**config.mk**
```make
export PLATFORM = sky130hd
export DESIGN_NAME = top_k_area_tracker_unit
export DESIGN_NICKNAME = d
export VERILOG_FILES = /design/src/hdl/tkat_pkg.sv /design/src/hdl/top_k_area_tracker_unit.sv /design/src/hdl/tkat_cell.sv
export VERILOG_INCLUDE_DIRS = /design/src /design/src/hdl
export SDC_FILE = /design/constraint.sdc
export NUM_CORES = 2
export LEC_CHECK = 0
export BUFFER_PORTS_ARGS = -buffer_cell sky130_fd_sc_hd__buf_2
export CAP_MARGIN = 25
export CORE_ASPECT_RATIO = 0.8
export CORE_UTILIZATION = 45
export CTS_BUF_LIST = sky130_fd_sc_hd__clkbuf_2
export DETAILED_ROUTE_END_ITERATION = 12
export SYNTH_ARGS = -nofsm -noshare
export SYNTH_HDL_FRONTEND = slang
export SYNTH_SLANG_ARGS = --single-unit
```
**constraint.sdc**
```tcl
create_clock -name clk_i -period 9 [get_ports clk_i]
set_clock_uncertainty 0.05 [all_clocks]
set_input_delay 1.35 -clock clk_i [delete_from_list [all_inputs] [get_ports clk_i]]
set_output_delay 1.35 -clock clk_i [all_outputs]
set_load 0.02 [all_outputs]
```
**src/hdl/top_k_area_tracker_unit_assert.svh**
```systemverilog
// Assertion macros for the top level of the top-k area tracker.
`ifndef TOP_K_AREA_TRACKER_UNIT_ASSERT_SVH
`define TOP_K_AREA_TRACKER_UNIT_ASSERT_SVH
`ifndef SYNTH
`define TKAT_ASSERT(lbl, clk, rstn, prop, msg) \
  lbl: assert property (@(posedge clk) disable iff (!(rstn)) (prop)) else $error(msg);
`define TKAT_ASSERT_NEXT(lbl, clk, rstn, ante, cons, msg) \
  lbl: assert property (@(posedge clk) disable iff (!(rstn)) (ante) |=> (cons)) \
    else $error(msg);
`else
`define TKAT_ASSERT(lbl, clk, rstn, prop, msg)
`define TKAT_ASSERT_NEXT(lbl, clk, rstn, ante, cons, msg)
`endif
`endif

```
**src/hdl/tkat_pkg.sv**
```systemverilog
// Shared widths, defaults and control types for the top-k area tracker.
`timescale 1ns / 1ps
package tkat_pkg;
  localparam int unsigned AREA_W          = 26;
  localparam int unsigned INDEX_W         = 16;
  localparam int unsigned RANK_W          = 6;
  localparam int unsigned TRACKED_DEFAULT = 8;

  // per-cycle command broadcast to every cell
  typedef struct packed {
    logic ins;    // insert the request presented this cycle
    logic first;  // treat all slots as cleared before insertion
    logic rot;    // rotate the chain one place towards rank 0
  } tkat_ctrl_t;
endpackage

```
**src/hdl/top_k_area_tracker_unit.sv**
```systemverilog
// Top level of the top-k area tracker: cell chain, emission control, output register.
`timescale 1ns / 1ps
// Keeps the TRACKED_COUNT largest signed areas (twice the area) with their
// region indices, sorted high to low in a chain of cells. An ordinary
// request is inserted on acceptance; requests can arrive back to back
// while in_stall_o is low. A request with last set is inserted, then
// the chain rotates one place per cycle, unless the output side stalls,
// through cell 0 into the output register, giving TRACKED_COUNT results
// in rank order; in_stall_o stays high until the last one is loaded.
// After a full turn the chain holds its contents again. Ties keep arrival
// order; zero and negative areas are never kept. Reset empties all slots.
module top_k_area_tracker_unit import tkat_pkg::*; #(
  parameter int unsigned TRACKED_COUNT = TRACKED_DEFAULT  // 1 to 64
) (
  input  logic                      clk_i,
  input  logic                      rst_ni,
  input  logic                      in_valid_i,
  output logic                      in_stall_o,
  input  logic signed [AREA_W-1:0]  area2_i,
  input  logic [INDEX_W-1:0]        region_index_i,
  input  logic                      first_i,
  input  logic                      last_i,
  output logic                      out_valid_o,
  input  logic                      out_stall_i,
  output logic [RANK_W-1:0]         rank_o,
  output logic signed [AREA_W-1:0]  kept_area2_o,
  output logic [INDEX_W-1:0]        kept_index_o,
  output logic                      final_slot_o
);
`include "top_k_area_tracker_unit_assert.svh"

  localparam int unsigned CW = (TRACKED_COUNT > 1) ? $clog2(TRACKED_COUNT) : 1;

  tkat_ctrl_t               ctrl;
  logic                     in_acc, rot;
  logic                     busy_q, busy_d;
  logic [CW-1:0]            cnt_q, cnt_d;
  logic                     out_valid_q;
  logic [RANK_W-1:0]        rank_q;
  logic signed [AREA_W-1:0] area_out_q;
  logic [INDEX_W-1:0]       index_out_q;
  logic                     final_q;
  logic                     last_rot;

  logic                     take  [TRACKED_COUNT];
  logic signed [AREA_W-1:0] c_area[TRACKED_COUNT];
  logic [INDEX_W-1:0]       c_idx [TRACKED_COUNT];

  assign in_stall_o = busy_q;
  assign in_acc     = in_valid_i && !busy_q;
  // rotate when the output register is free or being drained
  assign rot        = busy_q && (!out_valid_q || !out_stall_i);
  assign last_rot   = (cnt_q == CW'(TRACKED_COUNT - 1));

  assign ctrl.ins   = in_acc;
  assign ctrl.first = first_i;
  assign ctrl.rot   = rot;

  for (genvar g = 0; g < TRACKED_COUNT; g++) begin : g_cell
    localparam int unsigned PREV = (g == 0) ? 0 : g - 1;
    localparam int unsigned NEXT = (g == TRACKED_COUNT - 1) ? 0 : g + 1;
    tkat_cell u_cell (
      .clk_i        (clk_i),
      .rst_ni       (rst_ni),
      .ctrl_i       (ctrl),
      .new_area_i   (area2_i),
      .new_index_i  (region_index_i),
      .prev_take_i  ((g == 0) ? 1'b0 : take[PREV]),
      .prev_area_i  (c_area[PREV]),
      .prev_index_i (c_idx[PREV]),
      .next_area_i  (c_area[NEXT]),
      .next_index_i (c_idx[NEXT]),
      .take_o       (take[g]),
      .area_o       (c_area[g]),
      .index_o      (c_idx[g])
    );
  end

  always_comb begin
    busy_d = busy_q;
    cnt_d  = cnt_q;
    if (in_acc && last_i) begin
      busy_d = 1'b1;
      cnt_d  = '0;
    end else if (rot) begin
      cnt_d = cnt_q + 1'b1;
      if (last_rot) begin
        busy_d = 1'b0;
      end
    end
  end

  always_ff @(posedge clk_i or negedge rst_ni) begin
    if (!rst_ni) begin
      busy_q      <= 1'b0;
      cnt_q       <= '0;
      out_valid_q <= 1'b0;
    end else begin
      busy_q <= busy_d;
      cnt_q  <= cnt_d;
      if (rot) begin
        out_valid_q <= 1'b1;
      end else if (!out_stall_i) begin
        out_valid_q <= 1'b0;
      end
    end
  end

  // result payload, loaded from cell 0 as the chain turns
  always_ff @(posedge clk_i) begin
    if (rot) begin
      rank_q      <= RANK_W'(cnt_q);
      area_out_q  <= c_area[0];
      index_out_q <= c_idx[0];
      final_q     <= last_rot;
    end
  end

  assign out_valid_o  = out_valid_q;
  assign rank_o       = rank_q;
  assign kept_area2_o = area_out_q;
  assign kept_index_o = index_out_q;
  assign final_slot_o = final_q;

  `TKAT_ASSERT_NEXT(a_last_starts_emit, clk_i, rst_ni, in_acc && last_i, busy_q, "last request did not start emission")
  `TKAT_ASSERT(a_emit_ends_on_final, clk_i, rst_ni, $fell(busy_q) |-> (out_valid_o && final_slot_o), "emission ended without final slot")
  `TKAT_ASSERT_NEXT(a_rank_steps, clk_i, rst_ni, out_valid_o && !out_stall_i && !final_slot_o, out_valid_o && (rank_o == RANK_W'($past(rank_o) + 1'b1)), "rank sequence broken")
endmodule

```
**src/hdl/tkat_cell.sv**
```systemverilog
// One slot of the sorted chain: compare, take, shift down or rotate up.
`timescale 1ns / 1ps
module tkat_cell import tkat_pkg::*; (
  input  logic                      clk_i,
  input  logic                      rst_ni,
  input  tkat_ctrl_t                ctrl_i,
  input  logic signed [AREA_W-1:0]  new_area_i,
  input  logic [INDEX_W-1:0]        new_index_i,
  input  logic                      prev_take_i,
  input  logic signed [AREA_W-1:0]  prev_area_i,
  input  logic [INDEX_W-1:0]        prev_index_i,
  input  logic signed [AREA_W-1:0]  next_area_i,
  input  logic [INDEX_W-1:0]        next_index_i,
  output logic                      take_o,
  output logic signed [AREA_W-1:0]  area_o,
  output logic [INDEX_W-1:0]        index_o
);
  logic signed [AREA_W-1:0] area_q, area_d, own_eff;
  logic [INDEX_W-1:0]       index_q, index_d;

  // a first request sees every slot as empty
  assign own_eff = ctrl_i.first ? '0 : area_q;
  assign take_o  = (own_eff < new_area_i);

  always_comb begin
    area_d  = area_q;
    index_d = index_q;
    if (ctrl_i.ins) begin
      if (prev_take_i) begin
        area_d  = ctrl_i.first ? '0 : prev_area_i;
        index_d = ctrl_i.first ? '0 : prev_index_i;
      end else if (take_o) begin
        area_d  = new_area_i;
        index_d = new_index_i;
      end else if (ctrl_i.first) begin
        area_d  = '0;
        index_d = '0;
      end
    end else if (ctrl_i.rot) begin
      area_d  = next_area_i;
      index_d = next_index_i;
    end
  end

  always_ff @(posedge clk_i or negedge rst_ni) begin
    if (!rst_ni) begin
      area_q  <= '0;
      index_q <= '0;
    end else begin
      area_q  <= area_d;
      index_q <= index_d;
    end
  end

  assign area_o  = area_q;
  assign index_o = index_q;
endmodule
```
Word-level counts from Yosys, hierarchy flattened
Cells that the tools add are included.
{ "totals": {"reg_bits": 387, "inputBits": 48} }
{ "op_classes": {"addsub": 1, "n_lt_le_gt_ge": 8, "eq_ne": 3, "muxes": 85, "n_reduce_logical": 12} }
{ "op_table": {"columns": ["op", "n"], "rows": [
  ["26-bit 2-to-1 mux", 39],
  ["16-bit 2-to-1 mux", 39],
  ["26-bit less-than comparator", 8],
  ["3-bit 2-to-1 mux", 2],
  ["2-bit nonzero test", 3],
  ["1-bit 2-to-1 mux", 5],
  ["4-bit by 2-bit inequality test with 1-bit output, second input constant", 1],
  ["2-bit AND reduction", 2],
  ["3-bit by 1-bit adder with 3-bit output, second input constant", 1],
  ["3-bit equality test, second input constant", 1],
  ["1-bit logical AND", 3],
  ["1-bit logical NOT", 3],
  ["2-bit by 1-bit inequality test with 1-bit output, second input constant", 1],
  ["1-bit logical OR", 1]
]} }

Logic depth before layout (Yosys ltp)
{ "depth": {"word_depth": 5, "depth_mapped": 16, "ltp_nobuf": 12} }

Modules after synthesis
A second synthesis with hierarchy kept.
{ "unflattened": {"hier_cells": 3495, "area_unflattened_um2": 31637.8} }
{ "modules_own_cells": {"columns": ["mod", "n_inst", "cells_per_inst", "area_per_inst_um2"], "rows": [
  ["tkat_cell (g_cell[1].u_cell ...)", 3, 423, 3742.3],
  ["tkat_cell (g_cell[6].u_cell ...)", 2, 352, 3448.3],
  ["tkat_cell (g_cell[4].u_cell)", 1, 520, 4113.9],
  ["tkat_cell (g_cell[0].u_cell)", 1, 507, 4040.1],
  ["tkat_cell (g_cell[5].u_cell)", 1, 419, 3684.8],
  ["top_k_area_tracker_unit", 1, 76, 1675.4]
]} }

Worst setup path before layout
Ideal clock, no wire load.
{ "synth_path": {"path_kind": "input port to flip-flop", "start": "in first_i", "end": "reg g_cell[4].u_cell.index_q[14]", "setup_ns": 0.142, "arrival_ns": 4.553, "t_required_ns": 8.808, "slack_ns": 4.254, "path_stages": 14, "n_path_buf": 5, "cell_sequence": "buf_2 -> clkbuf_1 -> clkbuf_1 -> clkbuf_1 -> nor2b_1 -> ha_1 -> a21o_1 -> a221o_1 -> a221o_1 -> o21ai_1 -> nand2_1 -> nand2_1 -> buf_2 -> o221ai_1"} }
{ "synth_via": {"elab_chain_len": 5} }
{ "synth_rtl": {"columns": ["item", "line", "text"], "rows": [
  ["from (decl)", "top_k_area_tracker_unit.sv:21", "input logic first_i,"],
  ["26-bit 2-to-1 mux", null, null],
  ["26-bit less-than comparator", "tkat_cell.sv:23", "assign take_o = (own_eff < new_area_i);"],
  ["16-bit 2-to-1 mux", "tkat_cell.sv:32", "end else if (take_o) begin"],
  ["16-bit 2-to-1 mux (*)", "tkat_cell.sv:29", "if (prev_take_i) begin"],
  ["16-bit 2-to-1 mux (*)", "tkat_cell.sv:28", "if (ctrl_i.ins) begin"],
  ["to (signal assigned)", "tkat_cell.sv:51", "index_q <= index_d;"],
  ["to (decl)", "tkat_cell.sv:19", "logic [INDEX_W-1:0] index_q, index_d;"]
]} }
Every way passes the cells marked *; elsewhere a longest branch is shown, timed or not.
A chain may end at the register's enable or synchronous reset.

Worst setup path after layout
{ "layout_path": {"start": "in first_i", "end": "reg g_cell[7].u_cell.index_q[8]"} }
{ "layout_via": {"elab_chain_len": 5} }
{ "layout_rtl": {"columns": ["item", "line"], "rows": [
  ["26-bit 2-to-1 mux", null],
  ["26-bit less-than comparator", "tkat_cell.sv:23"],
  ["16-bit 2-to-1 mux", "tkat_cell.sv:32"],
  ["16-bit 2-to-1 mux", "tkat_cell.sv:29"],
  ["16-bit 2-to-1 mux", "tkat_cell.sv:28"],
  ["to (signal assigned)", "tkat_cell.sv:51"],
  ["to (decl)", "tkat_cell.sv:19"]
]} }
Parallel ways exist; a longest one is shown, timed or not.

==> results.ini <==
[run_status]
status = completed

[routing]
drt_iter0_markers = 3396
wirelength_mm = 104
drtAntennaViolNets = 0
num_vias = 27500
wire_per_inst_um = 24.6
vias_per_cell = 6.51
first_pass_iters = 8
drc = 0

[global_routing]
grt_usage_pct = 32.2
grt_max_degree = 205
grt_pass1_wl_mm = 158
antenna_found_initial = 7
grt_overflow_total = 0
grt_pass1_vias = 25900

[placed_design]
dp_hpwl_mm = 65.9
pre_cts_ws_ps = 2370
io_buffers = 95
place.gp.congestion = 0.949

[logic_synthesis]
synthTopCellsByArea = dfrtp_1, ha_1, mux2i_1
synth.avg_cell_area_um2 = 8.50
synth_edf_count = 46
netlist_area_um2 = 28400
synthMuxAreaShare_pct = 8.65
yosys_warnings = 0
yosys.area_share.adder_pct = 8.90
synthSimpleGateAreaFrac_pct = 19.8
async_flop_share_pct = 88.1
synth.distinct_cells = 76
syn_inst = 3340
synth-seq-cells = 387
synth_xor_area_share_pct = 0.145
synth_compound_area_share_pct = 22.3
synth_top_family_by_area = compound AO/OA/AOI/OAI gates
yosysMostFrequentCell = nand2_1
seq_area_frac_synth_pct = 34.9
yosysTopAreaCellShare_pct = 30.0
synthFlopType = dfrtp_1
ys_top_cells_by_count = nand2_1, dfrtp_1, a21oi_1, mux2i_1, clkbuf_1
synth_area_leader_cell = dfrtp_1

[timing]
setup_violations = 0
hold_violations = 0
slew_headroom_pct = 28.8
worst_pin_slew_ps = 1070
fmax_ghz = 0.178
rsz0062_at_grt = false
slew_violations = 0
min_period_over_period_pct = 62.5
whs_ps = 259
worst_slack_ps = 3380
tns_ps = 0
period_needed_ps = 5620

[clocking]
root_buffer = clkbuf_2
clock_latency_ps = 1270
cts_inserted_buffers = 107
htree_levels = 3
clk_pin_slew_ps = 110
hold_buffers = 1
cts_buffer_depth = 3
post_cts_buffers = 0
cts.sinks = 387
tritoncts = yes
ctsResizeCount = 0

[worst_setup_path]
crit_chain = buf_6 -> buf_12 -> nor2b_1 -> ha_1 -> nand4_1 -> nor4_2 -> o211ai_1 -> nand4_2 -> xnor2_4 -> buf_12 -> a32oi_4 -> mux2_2
reg2regPathDepth = 11
crit_top_cell = buf_12
crit_fanout = 86
cp.required_ps = 10000
critical-path-max-stage-delay_ps = 890
worst-r2r-setup-slack_ps = 3980
worstReg2RegEnd = g_cell[4].u_cell.index_o[13]
cp-start-kind = input pin
cp_slowest_cell = nor4_2
rr_startpoint = g_cell[3].u_cell.area_o[7]
crit_path_end_kind = register
crit_type = in2reg
crit_buf_inv = 3
crit_family = simple AND/OR/NAND/NOR gates
arrival_ps = 6620

[floorplanning]
row_count = 81
die-area_um2 = 64100
dieHeight_um = 227
initial_core_util_pct = 46.0
ios = 99
die_w_um = 283
core_um2 = 61700

[power_and_ir_drop]
p_per_area_nw_per_um2 = 357
leakage_nw = 13.5
total_power_mw = 10.8
irDropWorstVdd_v = 0.000195

[layout]
drive_above_1_share_pct = 11.0
final_nets = 3555
area_growth_pct = 6.78

[hold_path]
holdCritPathClass = in2reg
hold_path_depth = 2
hp-start = last_i
holdPathEnd = cnt_q[1]

[job]
maxCapViolCount = 0

==> cell type report <==
cell class | count | area, µm²
multi-input combinational | 2590 | 17100
sequential | 387 | 9910
clock buffer | 164 | 821
inverter | 71 | 274
clock inverter | 28 | 149
timing repair buffer | 148 | 1010
antenna | 4 | 10.0
tap | 830 | 1040
fill | 5874 | 31400
==> power breakdown <==
part           total (mW)  switching, mW  leakage, nW  internal [mW]
sequential           3.49          0.811         4.62           2.68
clock                1.35          0.857        0.751          0.497
combinational        5.98           3.76         8.10           2.21
==> routing by layer <==
layer	GRT usage, %	wire [µm]
met1	48.6	47200
met3	7.61	11800
met5	0	22
met4	9.26	2280
met2	44.9	42700
==> state kept, by name, summed over array words and instances, names as in the netlist <==
name,flops
final_slot_o,1
g_cell.u_cell.area_o,208
in_stall_o,1
kept_area2_o,26
cnt_q,3
g_cell.u_cell.index_o,128
rank_o,3
out_valid_o,1
kept_index_o,16
==> worst max-delay path by stage <==
stage	from	endpoint	slack, ps	depth (start not counted)
finish	first_i	g_cell[7].u_cell.index_o[8]	3380	12
global placement	first_i	g_cell[6].u_cell.index_o[11]	1990	13
CTS	first_i	g_cell[7].u_cell.index_o[13]	3590	12
floorplan	first_i	g_cell[4].u_cell.index_o[14]	4250	14
detailed placement	first_i	g_cell[7].u_cell.index_o[11]	2370	12
global route	first_i	g_cell[5].u_cell.area_o[22]	3320	13
==> cells by family after synthesis <==
group | after synthesis
AOI/OAI and AO/OA | 956
buffers and inverters | 365
muxes | 243
xor gates and xnor gates | 3
and+or+nand+nor | 1183
adders and majority gates | 202
other | 1
DFF | 387
==> through the flow <==
stage          std cells  util, %  area, µm²
6_report            4222     49.1      30300
5_1_grt             4221     49.1      30300
4_1_cts             4216     49.0      30300
3_5_place_dp        4023     47.4      29300
3_3_place_gp        4022     47.4      29200
2_1_floorplan       3342        -      28400
==> layout by cell type (no fill, tap or decap), types with 41 or more instances in the layout <==
cell type and count:
nand3_1 120, o21ai_0 129, nor2_1 129, inv_1 70
clkbuf_2 164, nand2_1 486, mux2i_1 224, a211oi_1 41
o31ai_1 53, and3_1 59, a31oi_1 113, buf_4 44
dfrtp_1 341, nor2b_1 206, a221oi_1 98, buf_2 93
a21oi_1 297, nor3_1 100, ha_1 202, edfxtp_1 46
(Power assumes the default switching activity.)
